`src/rtl/core/div64_pkg.sv`:
```
package div64_pkg;

    typedef enum logic [1:0] {
        OP_UQUO = 2'd0,
        OP_UREM = 2'd1,
        OP_SQUO = 2'd2,
        OP_SREM = 2'd3
    } op_t;

    typedef enum logic [1:0] {
        ST_OK   = 2'd0,
        ST_WIDE = 2'd1,
        ST_ZERO = 2'd2
    } status_t;

    localparam int DW = 64;
    localparam int MW = 32;

    // classified item handed from front to back
    typedef struct packed {
        logic [DW-1:0] mag_a;
        logic [MW-1:0] mag_b;
        logic [DW-1:0] raw_a;
        logic          want_rem;
        logic          neg_q;
        logic          neg_r;
        status_t       status;
    } job_t;

endpackage

```
`src/rtl/core/div64_front.sv`:
```
module div64_front (
    input  logic              clk,
    input  logic              rst_n,
    input  logic              in_valid,
    output logic              in_ready,
    input  logic [1:0]        operation,
    input  logic [63:0]       dividend,
    input  logic [63:0]       divisor,
    output logic              job_valid,
    input  logic              job_ready,
    output div64_pkg::job_t   job
);
    import div64_pkg::*;

    logic          valid_reg;
    job_t          job_reg;
    job_t          job_next;
    logic          is_signed;
    logic          neg_a;
    logic          neg_b;
    logic [DW-1:0] ma;
    logic [DW-1:0] mb;

    assign in_ready  = !valid_reg || job_ready;
    assign job_valid = valid_reg;
    assign job       = job_reg;

    always_comb
    begin
        is_signed = operation[1];
        neg_a     = is_signed && dividend[DW-1];
        neg_b     = is_signed && divisor[DW-1];
        ma        = neg_a ? (~dividend + 64'd1) : dividend;
        mb        = neg_b ? (~divisor + 64'd1) : divisor;
        job_next.mag_a    = ma;
        job_next.mag_b    = mb[MW-1:0];
        job_next.raw_a    = dividend;
        job_next.want_rem = operation[0];
        job_next.neg_q    = neg_a ^ neg_b;
        job_next.neg_r    = neg_a;
        if (|mb[DW-1:MW])
            job_next.status = ST_WIDE;
        else if (mb[MW-1:0] == '0)
            job_next.status = ST_ZERO;
        else
            job_next.status = ST_OK;
    end

    always_ff @(posedge clk or negedge rst_n)
    begin
        if (!rst_n)
            valid_reg <= 1'b0;
        else if (in_ready)
            valid_reg <= in_valid;
    end

    always_ff @(posedge clk)
    begin
        if (in_ready && in_valid)
            job_reg <= job_next;
    end

endmodule

```
`config.mk`:
```
export PLATFORM = sky130hd
export DESIGN_NAME = div64_front
export DESIGN_NICKNAME = d
export VERILOG_FILES = /design/src/rtl/core/div64_pkg.sv /design/src/rtl/core/div64_front.sv
export SDC_FILE = /design/constraint.sdc
export NUM_CORES = 1
export LEC_CHECK = 0
export BUFFER_PORTS_ARGS = -buffer_cell sky130_fd_sc_hd__clkbuf_2
export CELL_PAD_IN_SITES_DETAIL_PLACEMENT = 1
export CELL_PAD_IN_SITES_GLOBAL_PLACEMENT = 2
export CORE_ASPECT_RATIO = 0.8
export CORE_MARGIN = 1.5
export CORE_UTILIZATION = 25
export CTS_BUF_LIST = sky130_fd_sc_hd__clkbuf_8 sky130_fd_sc_hd__clkbuf_16
export DETAILED_ROUTE_END_ITERATION = 6
export GPL_TIMING_DRIVEN = 0
export PLACE_DENSITY_LB_ADDON = 0.1
export SLEW_MARGIN = 40
export SYNTH_ARGS = -nofsm -noshare
export SYNTH_HDL_FRONTEND = slang
export SYNTH_SLANG_ARGS = --single-unit
```
`constraint.sdc`:
```
create_clock -name clk -period 4.47 [get_ports clk]
set_input_delay 0.2235 -clock clk [delete_from_list [all_inputs] [get_ports clk]]
set_output_delay 0.2235 -clock clk [all_outputs]
set_load 0.1 [all_outputs]
```
# Word level (Yosys, flattened, before mapping)

Cells that the tools add are included.

$add $sub $neg: 2
Muxes and demuxes: 3
Bitwise gates (word level): 3
Reduce and logical (&&, ||, !) cells: 7

Operators with widths:

| cell                                                             | number |
|---|---|
| 64-bit by 1-bit adder with 64-bit output (second input constant) | 2 |
| 64-bit 2-to-1 mux                                                | 2 |
| 64-bit NOT                                                       | 2 |
| 32-bit logical NOT                                               | 1 |
| 32-bit OR reduction                                              | 1 |
| 1-bit logical AND                                                | 3 |
| 2-bit 2-to-1 mux                                                 | 1 |
| 1-bit logical NOT                                                | 1 |
| 1-bit logical OR                                                 | 1 |
| 1-bit bitwise XOR                                                | 1 |

Bits in registers: 166
Output and inout port bits: 167
Word-level logic and storage cells: 23

# Depth between registers and ports, before layout

Word-level depth: 5
Gate-level depth with buffers: 11
Gate-level depth less buffers: 10

# Worst setup path before layout

No wires, ideal clock.

Kind: register to register
From: register valid_reg (netlist: job_valid)
To: register job_reg, in the netlist job[0] (enable)
Library setup time: 542 ps
Arrival: 5517 ps
Setup slack: -1590 ps
Stages on the path, launching flop included: 3
Buffers on the path: 0
Cells stage by stage: dfrtp_1 -> nand2b_1 -> and2_1

Word-level cells in the longest chain between the ends: 3

Ends and longest elaborated chain:

| what                     | line              | text |
|---|---|---|
| start: declaration       | div64_front.sv:15 | `logic valid_reg;` |
| start signal: assignment | div64_front.sv:54 | `valid_reg <= in_valid;` |
| 1-bit logical NOT        | div64_front.sv:24 | `assign in_ready = !valid_reg \|\| job_ready;` |
| 1-bit logical OR         | div64_front.sv:24 |  |
| via in_ready             | div64_front.sv:5  | `output logic in_ready,` |
| 1-bit logical AND        | div64_front.sv:59 | `if (in_ready && in_valid)` |
| end signal: assignment   | div64_front.sv:60 | `job_reg <= job_next;` |
| end: declaration         | div64_front.sv:16 | `job_t job_reg;` |

The timed path passes the listed nets, and every way through them passes these cells.
A chain may end at the register's enable or synchronous reset.

# Final worst setup path

From: input operation[1]
To: register job_reg, in the netlist job[1] (data pin)

Word-level cells in the longest chain between the ends: 4

Ends and longest elaborated chain:

| what                  | line              | text |
|---|---|---|
| start: declaration    | div64_front.sv:6  | `input logic [1:0] operation,` |
| 1-bit logical AND (*) | div64_front.sv:32 | `neg_b = is_signed && divisor[DW-1];` |
| 64-bit 2-to-1 mux (*) | div64_front.sv:34 | `mb = neg_b ? (~divisor + 64'd1) : divisor;` |
| 32-bit logical NOT    | div64_front.sv:43 | `else if (mb[MW-1:0] == '0)` |
| 2-bit 2-to-1 mux      | div64_front.sv:43 |  |

Mark *: on every way between the ends. The rest lies on a longest branch, timed or not.

==> reports/qor.csv <==
stage,metric,value,unit
outcome,status,finished clean,
synthesis,synth-seq-area-share,0.5698,
clock_tree,clk_pin_slew,0.07,ns
placement,dp_hpwl,28.12,mm
placement,place_inst,1526,
routing,drt_iter0_markers,518,
synthesis,yosys-top-cells-area,"edfxtp_1, xnor2_1, xor2_1, nor2_1, nor4_1",
routing,ant_nets,0,
worst_setup_path,cp-start-kind,input port,
placement,place_congestion,0.8526,
die,ios,301,
synthesis,synth_top_area_cell,edfxtp_1,
worst_setup_path,required,4.79,ns
run,cap_viol_max_count,0,
die,core_region_area,33930,µm²
placement,portBuffers,288,
die,die_h,169.7,µm
clock_tree,clock_latency,0.45,ns
clock_tree,root_buffer,clkbuf_16,
sta,holdWs,0.02552,ns
routing,vias_per_cell,4.973,
sta,rsz0062_at_grt,false,
worst_setup_path,critPathMaxFanout,10,
synthesis,yosysTopAreaCellShare,0.5669,
layout,nNetsFinal,1241,
placement,dpl-instance-area,10810,µm²
synthesis,synth_enable_flop_cells,164,
synthesis,synth_cells,769,
sta,hold_viol_final,0,
power,p_total,4.675,mW
synthesis,yosys-top-cells-count,"edfxtp_1, nor2_1, xnor2_1, xor2_1",
synthesis,syn_area,8687,µm²
sta,fin_crit_sh,0.8408,
worst_setup_path,arrival,4.08,ns
layout,nFillCells,3896,
die,dieArea,35880,µm²
synthesis,ys_warn_count,0,
grt,grt_max_degree,37,
routing,totalWireLength,35.57,mm
die,fp.dieW,211.4,µm
synthesis,ys.flop_type,edfxtp_1,
routing,drt_first_pass_iters,5,
power,leakage,4.376,nW
die,initial_core_util,0.2560,
sta,finalCriticalPeriod,3.759,ns
grt,antenna_found_initial,2,
routing,wl_per_cell,22.47,µm
grt,grt_pass1_vias,7983,
layout,final_cell_count_no_fill,1583,
die,row_count,60,
sta,slew_headroom,0.4071,
synthesis,syn-num-nets,906,
grt,track_usage,0.1998,
synthesis,synth.most_common_cell,edfxtp_1,
synthesis,avgSynthCellArea,11.30,µm²
layout,drive_gt1_frac,0.3151,
clock_tree,cts-buffers-inserted,17,
sta,fmax,266.1,MHz
power,irDropWorstVdd,0.2475,mV
routing,vias,7872,
worst_setup_path,worstSetupPathType,input port to flop,
clock_tree,cts_tree,done,
min_path,hp-class,input port to flop,
grt,grt_pass1_wl,52.47,mm
clock_tree,clk_path_buf_depth,2,
routing,drc_errors,0,
layout,synthToLayoutAreaGrowth,34.47,%
power,powerDensity,400.2,nW/µm²
sta,tightest_slew,0.8813,ns
clock_tree,cts.sinks,165,
grt,overflow,0,
sta,tns,0,ns
worst_setup_path,end_kind,flop,
synthesis,ys_ff_latch,165,
layout,largest_register_ffs,164,
sta,final_max_slew_viol_count,0,
sta,setup_viol,0,
layout,final_area,11680,µm²
synthesis,async_flop_share,0.006061,
synthesis,yosysUniqueCellTypes,68,
sta,fin_worst_skew,0.01741,ns
clock_tree,htreeDepth,4,
metal layers:
| metal | track usage | routed length [µm] | part of all wire | vias up |
|---|---|---|---|---|
| li1 | - | - | - | 3655 |
| met4 | 0.06429 | 701 | 0.020 | 2 |
| met1 | 0.2760 | 16910 | 0.48 | 3919 |
| met5 | 0 | 13 | 0.00037 | - |
| met3 | 0.04164 | 2022 | 0.057 | 32 |
| met2 | 0.3112 | 15920 | 0.45 | 264 |
power breakdown:
| part | internal [mW] | switching (mW) | total (mW) |
|---|---|---|---|
| logic | 0.219 | 1.05 | 1.27 |
| clock network | 0.850 | 0.698 | 1.55 |
| registers | 1.83 | 0.0283 | 1.86 |
critical path, cell delays in order:
cell      delay (ns)
clkbuf_1        0.26
nand2_1         0.30
clkbuf_1        0.58
buf_1           0.54
clkbuf_1        0.59
nor3_1          0.11
a221oi_1        0.29
nand4_1         0.21
nor4_1          0.65
and4_1          0.31
path summary, 6_finish.rpt:
kind | start | endpoint | slack, ns | cells after the start
max in group asynchronous | rst_n | job_valid | 4.31 | 2
min reg2reg | job_valid | job_valid | 0.57 | 2
max | operation[1] | job[1] | 0.71 | 10
max reg2reg | job_valid | job[160] | 2.07 | 6
min | dividend[12] | job[17] | 0.03 | 1
min in group asynchronous | rst_n | job_valid | 0.08 | 2
logic make-up (layout without fill, tap and decap cells):
logic type,Yosys count,after routing,share of synthesized area
fa+ha+maj,3,3,0.004321
mux,5,5,0.006049
flops,165,165,0.5698
xor+xnor,92,92,0.09276
compound gates,143,143,0.1056
simple gates,314,314,0.1983
other cells,0,1,0
buf+inv,47,395,0.02319
area by class of cell:
type | count | area, µm² | share of cell area
Antenna cell | 1 | 2.502 | 0.0002142
Buffer | 32 | 145.1 | 0.01243
Clock buffer | 17 | 425.4 | 0.03642
Clock inverter | 15 | 186.4 | 0.01596
Inverter | 15 | 56.30 | 0.004820
Multi-Input combinational cell | 557 | 3572 | 0.3058
Sequential cell | 165 | 4950 | 0.4237
Tap cell | 465 | 581.8 | 0.04981
Timing Repair Buffer | 316 | 1762 | 0.1508
repair_timing:
item | CTS | global route
gates resized for setup | 0 | 0
setup buffers | 0 | 0
endpoints found under the hold margin | 24 | 0
setup endpoints to repair | 0 | 0
hold buffers | 24 | 0
per-stage QoR:
stage,util,setup slack [ns]
after floorplan,-,0.1883
after global placement,0.3157,0.2607
after detailed placement,0.3184,0.3015
after CTS,0.3435,0.7748
after global routing,0.3442,0.5180
final,0.3442,0.7115
cells in the final DEF, fill, tap and decap left out, types with 10 or more instances in the layout:
cell type      netlist  final
clkbuf_1            24     24
nor2_1              71     71
and3_1              11     11
nor4_1              38     34
or4_1               16     16
xor2_1              46     46
or3_1               10     10
edfxtp_1           164    164
clkbuf_16            0     17
dlygate4sd3_1        0     24
a31oi_1             16     16
nand3_1             15     15
o21ai_0             28     28
nand2b_1            10     10
o31ai_1             11     11
inv_1               15     16
clkbuf_2             0    288
nor3_1              43     43
nand2_1             40     40
a21oi_1             43     43
xnor2_1             46     46
nand4_1             14     14
Power figures use the tool's default switching activity.
