--- src/rtl/core/div64_pkg.sv ---
package div64_pkg;

    typedef enum logic [1:0] {
        OP_UQUO = 2'd0,
        OP_UREM = 2'd1,
        OP_SQUO = 2'd2,
        OP_SREM = 2'd3
    } op_t;

    typedef enum logic [1:0] {
        ST_OK   = 2'd0,
        ST_WIDE = 2'd1,
        ST_ZERO = 2'd2
    } status_t;

    localparam int DW = 64;
    localparam int MW = 32;

    // classified item handed from front to back
    typedef struct packed {
        logic [DW-1:0] mag_a;
        logic [MW-1:0] mag_b;
        logic [DW-1:0] raw_a;
        logic          want_rem;
        logic          neg_q;
        logic          neg_r;
        status_t       status;
    } job_t;

endpackage

--- src/rtl/core/div64_queue.sv ---
module div64_queue (
    input  logic              clk,
    input  logic              rst_n,
    input  logic              wr_valid,
    output logic              wr_ready,
    input  div64_pkg::job_t   wr_job,
    output logic              rd_valid,
    input  logic              rd_ready,
    output div64_pkg::job_t   rd_job
);
    import div64_pkg::*;

    job_t       mem_reg [2];
    logic       wp_reg;
    logic       rp_reg;
    logic [1:0] cnt_reg;
    logic       push;
    logic       pop;

    assign wr_ready = cnt_reg != 2'd2;
    assign rd_valid = cnt_reg != 2'd0;
    assign rd_job   = mem_reg[rp_reg];
    assign push     = wr_valid && wr_ready;
    assign pop      = rd_valid && rd_ready;

    always_ff @(posedge clk or negedge rst_n)
    begin
        if (!rst_n)
        begin
            wp_reg  <= 1'b0;
            rp_reg  <= 1'b0;
            cnt_reg <= 2'd0;
        end
        else
        begin
            if (push)
                wp_reg <= ~wp_reg;
            if (pop)
                rp_reg <= ~rp_reg;
            cnt_reg <= cnt_reg + {1'b0, push} - {1'b0, pop};
        end
    end

    always_ff @(posedge clk)
    begin
        if (push)
            mem_reg[wp_reg] <= wr_job;
    end

    assert property (@(posedge clk) disable iff (!rst_n) cnt_reg <= 2'd2)
        else $error("queue count overflow");
    assert property (@(posedge clk) disable iff (!rst_n)
        (cnt_reg == 2'd0) |-> !pop)
        else $error("pop from empty queue");
    assert property (@(posedge clk) disable iff (!rst_n)
        (cnt_reg == 2'd2) |-> !push)
        else $error("push into full queue");

endmodule

--- config.mk ---
export PLATFORM = sky130hd
export DESIGN_NAME = div64_queue
export DESIGN_NICKNAME = d
export VERILOG_FILES = /design/src/rtl/core/div64_pkg.sv /design/src/rtl/core/div64_queue.sv
export SDC_FILE = /design/constraint.sdc
export NUM_CORES = 1
export LEC_CHECK = 0
export ABC_AREA = 1
export BUFFER_PORTS_ARGS = -buffer_cell sky130_fd_sc_hd__buf_4
export CAP_MARGIN = 0
export CORE_MARGIN = 2
export CORE_UTILIZATION = 42
export CTS_CLUSTER_SIZE = 16
export DETAILED_ROUTE_END_ITERATION = 7
export PLACE_DENSITY = 0.69
export SYNTH_ARGS = -nofsm -noshare
export SYNTH_HDL_FRONTEND = slang
export SYNTH_SLANG_ARGS = --single-unit
--- constraint.sdc ---
create_clock -name clk -period 7.4 [get_ports clk]
set_input_delay 0.37 -clock clk [delete_from_list [all_inputs] [get_ports clk]]
set_output_delay 0.37 -clock clk [all_outputs]
set_load 0.05 [all_outputs]
* Yosys cells after proc, flatten, opt, wreduce, memory -nomap -nowiden
Memory sizes are Yosys's and may differ from the RTL's.
Index checks and enable logic that the tools add are counted.
** Storage, ports and cells
- Flip-flop bits (word level) :: 4
- Latch bits :: 0
- Memory bits (writable) :: 330
- Bits in read-only memories :: 0
- Input bits :: 169
- Output and inout port bits :: 167
- Logic and storage cells :: 14
- Memories kept :: 1
** Cells by class
- Add/subtract/negate cells :: 2
- Multiply operators :: 0
- Div/mod/pow operators :: 0
- $lt $le $gt $ge :: 0
- Eq/ne operators :: 1
- Shifts and indexed selects :: 0
- Muxes and demuxes :: 2
- Bitwise gates (word level) :: 2
- Reduce and logical (&&, ||, !) cells :: 3
** Memories
- mem_reg :: words 2, bits a word 165, read ports 1, clocked after Yosys merged registers in 0, write ports 1, line div64_queue.sv:13 : job_t mem_reg [2];
** Operators by type and width (number)
- $add 2x1->2 :: 1
- $logic_and 1x1->1 :: 2
- $mux 1 :: 2
- $ne 2x2->1 const B :: 1
- $not 1->1 :: 2
- $reduce_bool 2->1 :: 1
- $sub 2x1->2 :: 1

* Logic depth before layout (Yosys ltp)
Gate-level depths: netlist of run 1.
- Depth after elaboration :: 4
- Gate-level depth with buffers :: 10
- Mapped depth without buffers :: 10

* Worst setup path after synthesis of run 1
No wires, ideal clock.
- Path kind :: reg-to-reg
- Start point :: register cnt_reg[1]
- End point :: memory mem_reg[1][0] (netlist bit) (enable)
- Library setup time :: 693 ps
- Arrival :: 7797 ps
- Required time :: 6707 ps
- Path slack :: -1090 ps
- Stages on the path, launching flop included :: 4
- Path buffers :: 0
- Period minus slack after synthesis :: 8490 ps
- Path through :: dfrtp_1 nand2_1 nand2_1 nor2_1
** Between the ends
- Word-level cells in the longest chain between the ends :: 4
** RTL lines
- start, declared :: line div64_queue.sv:16 : logic [1:0] cnt_reg;
- start signal, assigned :: line div64_queue.sv:40 : cnt_reg <= cnt_reg + {1'b0, push} - {1'b0, pop};
- $ne 2x2->1 :: line div64_queue.sv:20 : assign wr_ready = cnt_reg != 2'd2;
- via wr_ready :: line div64_queue.sv:5 : output logic wr_ready,
- $logic_and 1x1->1 :: line div64_queue.sv:23 : assign push = wr_valid && wr_ready;
- $mux 1 :: line div64_queue.sv:46 : if (push)
- $mux 1 (not written as such) :: line div64_queue.sv:47 : mem_reg[wp_reg] <= wr_job;
- end, declared :: line div64_queue.sv:13
The timed path passes the listed nets, and every way through them passes these cells.

==> results of run 1 <==
[Yosys cell counts]
| cell | n | area (um^2) |
|---|---|---|
| buf_2 | 14 | 70.1 |
| buf_4 | 7 | 52.6 |
| buf_6 | 16 | 180 |
| dfrtp_1 | 4 | 100 |
| edfxtp_1 | 330 | 9910 |
| ha_1 | 2 | 25.0 |
| inv_1 | 8 | 30.0 |
| inv_4 | 1 | 6.26 |
| nand2_1 | 508 | 1910 |
| nand3_1 | 3 | 15.0 |
| nor2_1 | 1 | 3.75 |
[routing by layer]
layer | vias to the layer above | global-route usage (%)
li1 | 3691 | -
met1 | 3660 | 21.0
met2 | 321 | 28.4
met3 | 55 | 7.09
met4 | 0 | 5.21
met5 | - | 0
[kinds of logic (layout without fill, tap and decap cells)]
logic type	count (synthesis)	after routing
simple gates	512	512
flops	334	334
buf+inv	46	412
fa+ha+maj	2	2
[worst max path at each step]
stage,to,slack (ps),cells past startpoint
final,rd_job[77],4020,5
after global routing,rd_job[26],3830,5
after CTS,rd_job[162],3940,5
after detailed placement,rd_job[2],4490,5
after global placement,rd_job[162],4500,5
after floorplan,mem_reg[1][0]$_DFFE_PP_,1690,3
[where the power goes]
group	total (W)	switching [W]	leakage, nW	internal [W]
combinational	0.00370	0.00281	3.21	0.000891
sequential	0.00268	0.0000936	3.12	0.00259
clock	0.00165	0.000673	0.529	0.000976
total	0.00803	0.00358	6.86	0.00446
[worst max-delay path, cell delays in order (launching register included)]
cell	delay, ps
dfrtp_4	480
inv_4	650
buf_4	770
nand2_1	150
nand2_1	120
buf_4	200
[metrics by stage]
step	instance area, um^2	instances	power [W]	setup WS [ps]
after global routing	16200	1644	0.00839	3830
final	16200	1644	0.00803	4020
after global placement	15100	1582	0.00641	4500
after floorplan	12300	894	0.00540	1690
after detailed placement	15100	1582	0.00646	4490
after CTS	16200	1644	0.00812	3940
[layout make-up]
class | count | area share, %
Clock buffer | 41 | 5.83
Clock inverter | 20 | 0.914
Inverter | 9 | 0.256
Timing Repair Buffer | 342 | 15.9
Sequential cell | 334 | 62.0
Tap cell | 384 | 2.97
Multi-Input combinational cell | 514 | 12.1
==> impl_metrics.csv, run 1 <==
group,metric,value,unit
grt,grt_pass1_vias,7767,
layout,areaGrowthSynthToFinish,31.3,%
worst_setup_path,crit_fanout,91,
drt,via_per_inst,4.70,
synthesis,synth_simple_gate_area_share,15.7,%
layout,fillers,2350,
worst_setup_path,r2r_slack,4760,ps
synthesis,synth_adder_area_share,0.203,%
drt,drc_errors,0,
die,core,28800,um^2
cts,hold_buffers,1,
timing,rsz0062_at_grt,"false",
drt,wl_met2,13000,um
die,die_area,30700,um^2
layout,final_common_cell,"nand2_1",
worst_hold_path,hold_path.class,"in -> reg",
place,routabilityCongestion,0.826,
drt,topRoutingLayerUsed,"met4",
cts,cts_resized,0,
layout,drive_above_1_share,31.3,%
place,dpl.hpwl,17600,um
synthesis,synth-seq-cells,334,
grt,grtUsageTotal,17.3,%
synthesis,synth_cells,894,
drt,drt-wirelength-per-cell,16.7,um
timing,max_freq,0.296,GHz
cts,cts_made_buffers,35,
cts,worst_skew_pair.late_latency,500,ps
worst_setup_path,required,7030,ps
drt,wl_met3,2980,um
synthesis,ys_warn_count,0,
drt,detail_route.first_pass.iterations,4,
timing,fin_worst_skew,14.3,ps
grt,antenna_found_initial,0,
worst_setup_path,worst-r2r-cell-count,4,
timing,period_needed,3380,ps
power,p_per_area,497,nW/um^2
layout,layout_common_cells,"nand2_1 (508), buf_4 (341), edfxtp_1 (330), clkbuf_16 (37), clkinv_1 (8)",
layout,multiInputGateArea,1960,um^2
synthesis,synth_compound_area_share,0,%
cts,root_buffer,"clkbuf_16",
layout,post-route-util,56.1,%
synthesis,ys_seq_area_share,81.4,%
layout,register_area,10000,um^2
worst_setup_path,cp-end-kind,"primary output",
cts,post_cts_buffers,0,
cts,cts_tree,"yes",
timing,tightest_slew,1020,ps
timing,finalSetupTns,0,ps
timing,fin_crit_sh,45.6,%
grt,grt_max_degree,95,
status,status,"finished, final reports clean",
die,rows,62,
grt,grt_pass1_wl,41200,um
power,power_leakage,6.86,nW
worst_setup_path,rr_endpoint,"mem_reg[0][46]$_DFFE_PP_",
timing,max_slew_margin,32.0,%
timing,setup_viol,0,
layout,fin_nets,1407,
die,initial_utilization,42.7,%
worst_setup_path,worst-setup-path-type,"reg -> out",
worst_hold_path,min_from,"wr_job[127]",
job,cap_viol_max_count,0,
timing,hold_violations,0,
synthesis,yosysUniqueCellTypes,11,
worst_setup_path,start_kind,"flop",
drt,wirelength_met1,10800,um
drt,ant_nets,0,
worst_hold_path,holdPathStages,1,
die,dieWidth,175,um
worst_setup_path,r2r_start,"cnt_reg[1]$_DFF_PN0_",
synthesis,synthMuxAreaShare,0,%
power,peakVddDrop,0.000305,V
die,io_pins,336,
worst_setup_path,crit_arrival,3010,ps
cts,clock_sinks,334,
cts,htreeDepth,2,
layout,diodes,0,
drt,vias,7727,
grt,grt_overflow,0,
timing,timing.hold.ws,50.3,ps
die,die_h,175,um
cts,path_clk_slew,60,ps
drt,totalWireLength,27500,um
place,io_buffers,335,
drt,drt_iter0_markers,564,
synthesis,syn_nets,1065,
synthesis,synth_top_family_by_area,"simple AND/OR/NAND/NOR gates",
worst_hold_path,holdPathEnd,"mem_reg[0][127]$_DFFE_PP_",
synthesis,synthXorXnorAreaFrac,0,%
timing,drv_slew,0,
cts,clockBufferDepth,3,
synthesis,synth.avg_cell_area,13.8,um^2
worst_setup_path,critPathLaunch,"rp_reg$_DFFE_PN0P_",
synthesis,synth_area,12300,um^2
layout,largest_reg_flops,330,
No activity file was read; power rests on OpenSTA's default activity.
==> run 2: changes to the inputs <==
--- a/config.mk
+++ b/config.mk
@@ -12,7 +12,7 @@
 export CORE_UTILIZATION = 42
 export CTS_CLUSTER_SIZE = 16
 export DETAILED_ROUTE_END_ITERATION = 7
-export PLACE_DENSITY = 0.69
+export PLACE_DENSITY = 0.66
 export SYNTH_ARGS = -nofsm -noshare
 export SYNTH_HDL_FRONTEND = slang
 export SYNTH_SLANG_ARGS = --single-unit
==> constraint.sdc (replaced) <==
create_clock -name clk -period 3.5 [get_ports clk]
set_input_delay 0.175 -clock clk [delete_from_list [all_inputs] [get_ports clk]]
set_output_delay 0.175 -clock clk [all_outputs]
set_load 0.05 [all_outputs]
==> impl_metrics.csv, run 2 (synthesized netlist as in run 1, its figures left out) <==
group,metric,value,unit
status,status,"finished, final reports clean",
layout,fin_nets,1576,
grt,grt_pass1_wl,45700,um
timing,fin_ws,1080,ps
die,die_area,30700,um^2
layout,areaGrowthSynthToFinish,46.0,%
worst_setup_path,r2r_start,"cnt_reg[1]$_DFF_PN0_",
layout,fillers,2063,
drt,via_per_inst,4.60,
die,initial_utilization,42.7,%
cts,htreeDepth,2,
place,routabilityCongestion,0.792,
cts,cts_tree,"yes",
die,die_h,175,um
worst_setup_path,cp_common_cell,"nand2_1",
timing,period_needed,2420,ps
worst_setup_path,crit_fanout,164,
timing,fin_crit_sh,69.1,%
worst_setup_path,critPathLaunch,"rp_reg$_DFFE_PN0P_",
worst_setup_path,crit_chain,"inv_4, buf_12, nand2_1, nand2_1, buf_4",
drt,totalWireLength,30200,um
worst_setup_path,slowest_stage,"buf_12",
job,cap_viol_max_count,0,
timing,max_slew_margin,44.3,%
die,core,28800,um^2
power,p_per_area,964,nW/um^2
cts,worst_skew_pair.late_latency,500,ps
grt,antenna_found_initial,0,
power,peakVddDrop,0.000816,V
layout,final_common_cell,"nand2_1",
timing,max_freq,0.414,GHz
drt,drc_errors,0,
cts,clock_sinks,334,
worst_setup_path,start_kind,"flop",
layout,final_cell_area,18000,um^2
timing,fin_worst_skew,14.1,ps
layout,fin_cells,1812,
cts,root_buffer,"clkbuf_16",
worst_setup_path,cp-end-kind,"primary output",
grt,grt_max_degree,167,
layout,largest_reg_flops,330,
die,rows,62,
drt,vias,8332,
cts,cts_made_buffers,35,
cts,clockBufferDepth,3,
drt,detail_route.first_pass.iterations,6,
grt,grtUsageTotal,19.2,%
place,place_ws,1670,ps
die,dieWidth,175,um
layout,drive_above_1_share,27.5,%
worst_setup_path,crit_arrival,2240,ps
worst_setup_path,worst-setup-path-type,"reg -> out",
timing,setup_viol,0,
place,io_buffers,335,
drt,drt-wirelength-per-cell,16.7,um
die,io_pins,336,
place,place_inst,1584,
worst_hold_path,hold_path.class,"in -> async",
cts,post_cts_buffers,0,
layout,diodes,0,
grt,grt_pass1_vias,8556,
timing,rsz0062_at_grt,"false",
timing,tightest_slew,835,ps
grt,grt_overflow,0,
worst_setup_path,required,3320,ps
worst_setup_path,max_stage_delay,520,ps
timing,hold_violations,0,
place,dpl.hpwl,17400,um
place,placed_area,15200,um^2
cts,path_clk_slew,60,ps
timing,finalSetupTns,0,ps
layout,layout_common_cells,"nand2_1 (506), buf_4 (335), edfxtp_1 (330), dlygate4sd3_1 (168), clkbuf_16 (37)",
timing,drv_slew,0,
drt,drt_iter0_markers,464,
power,power_leakage,7.58,nW
drt,ant_nets,0,
[run 2: cell types whose count changed in the layout (fill, tap and decap cells not counted), sizes merged]
cell	change
clkinvlp	-2
inv	-1
dlygate4sd3	+167
buf	+2
clkbuf	+7
clkinv	-5
[run 2: timing repair]
item | CTS | global route
gates resized for setup | 0 | 0
hold endpoints to repair | 336 | 0
hold buffers | 168 | 0
[run 2: path summary, 6_finish.rpt]
| path | endpoint | slack, ps | depth (start not counted) |
|---|---|---|---|
| worst max-delay path | rd_job[98] | 1080 | 5 |
| worst min-delay path | rp_reg$_DFFE_PN0P_ | 50 | 2 |
| worst max register to register | mem_reg[1][84]$_DFFE_PP_ | 1900 | 4 |
| worst min register to register | wp_reg$_DFFE_PN0N_ | 470 | 2 |
| max in group asynchronous | rp_reg$_DFFE_PN0P_ | 3330 | 2 |
| min in group clk | mem_reg[0][6]$_DFFE_PP_ | 400 | 2 |
[run 2: final cells by class]
| cell class | count | area, um^2 | share of cell area (%) |
|---|---|---|---|
| sequential | 334 | 10000 | 55.8 |
| timing repair buffer | 511 | 4360 | 24.3 |
| multi-input combinational | 514 | 1990 | 11.1 |
| clock buffer | 48 | 967 | 5.39 |
| tap | 384 | 480 | 2.68 |
| clock inverter | 12 | 100 | 0.558 |
| inverter | 9 | 40.0 | 0.223 |
[run 2: critical path: cells and delay by family (launching register included)]
kind	cells	cell delay, ps
buffers and inverters	3	800
flip-flops	1	500
AND/OR/NAND/NOR	2	290
[run 2: metrics by stage]
| stage | util, % | hold slack, ps | total power, W |
|---|---|---|---|
| after floorplan | - | -121 | 0.0114 |
| after global placement | 52.8 | -16.0 | 0.0137 |
| after detailed placement | 52.8 | -15.7 | 0.0138 |
| after CTS | 62.4 | 8.16 | 0.0174 |
| after global routing | 62.4 | 42.2 | 0.0181 |
| final | 62.4 | 47.0 | 0.0173 |
[run 2: routing by layer]
metal	up-vias	GRT usage, %	wire length [um]
li1	4043	-	-
met5	-	0	0
met1	3897	23.9	12000
met4	0	5.07	582
met3	49	6.40	2840
met2	343	32.3	14700
[run 2: where the power goes]
| group | switching, W | internal (W) | total (W) |
|---|---|---|---|
| clock network | 0.00141 | 0.00207 | 0.00348 |
| registers | 0.000202 | 0.00545 | 0.00565 |
| logic | 0.00606 | 0.00211 | 0.00817 |
| total | 0.00768 | 0.00963 | 0.0173 |
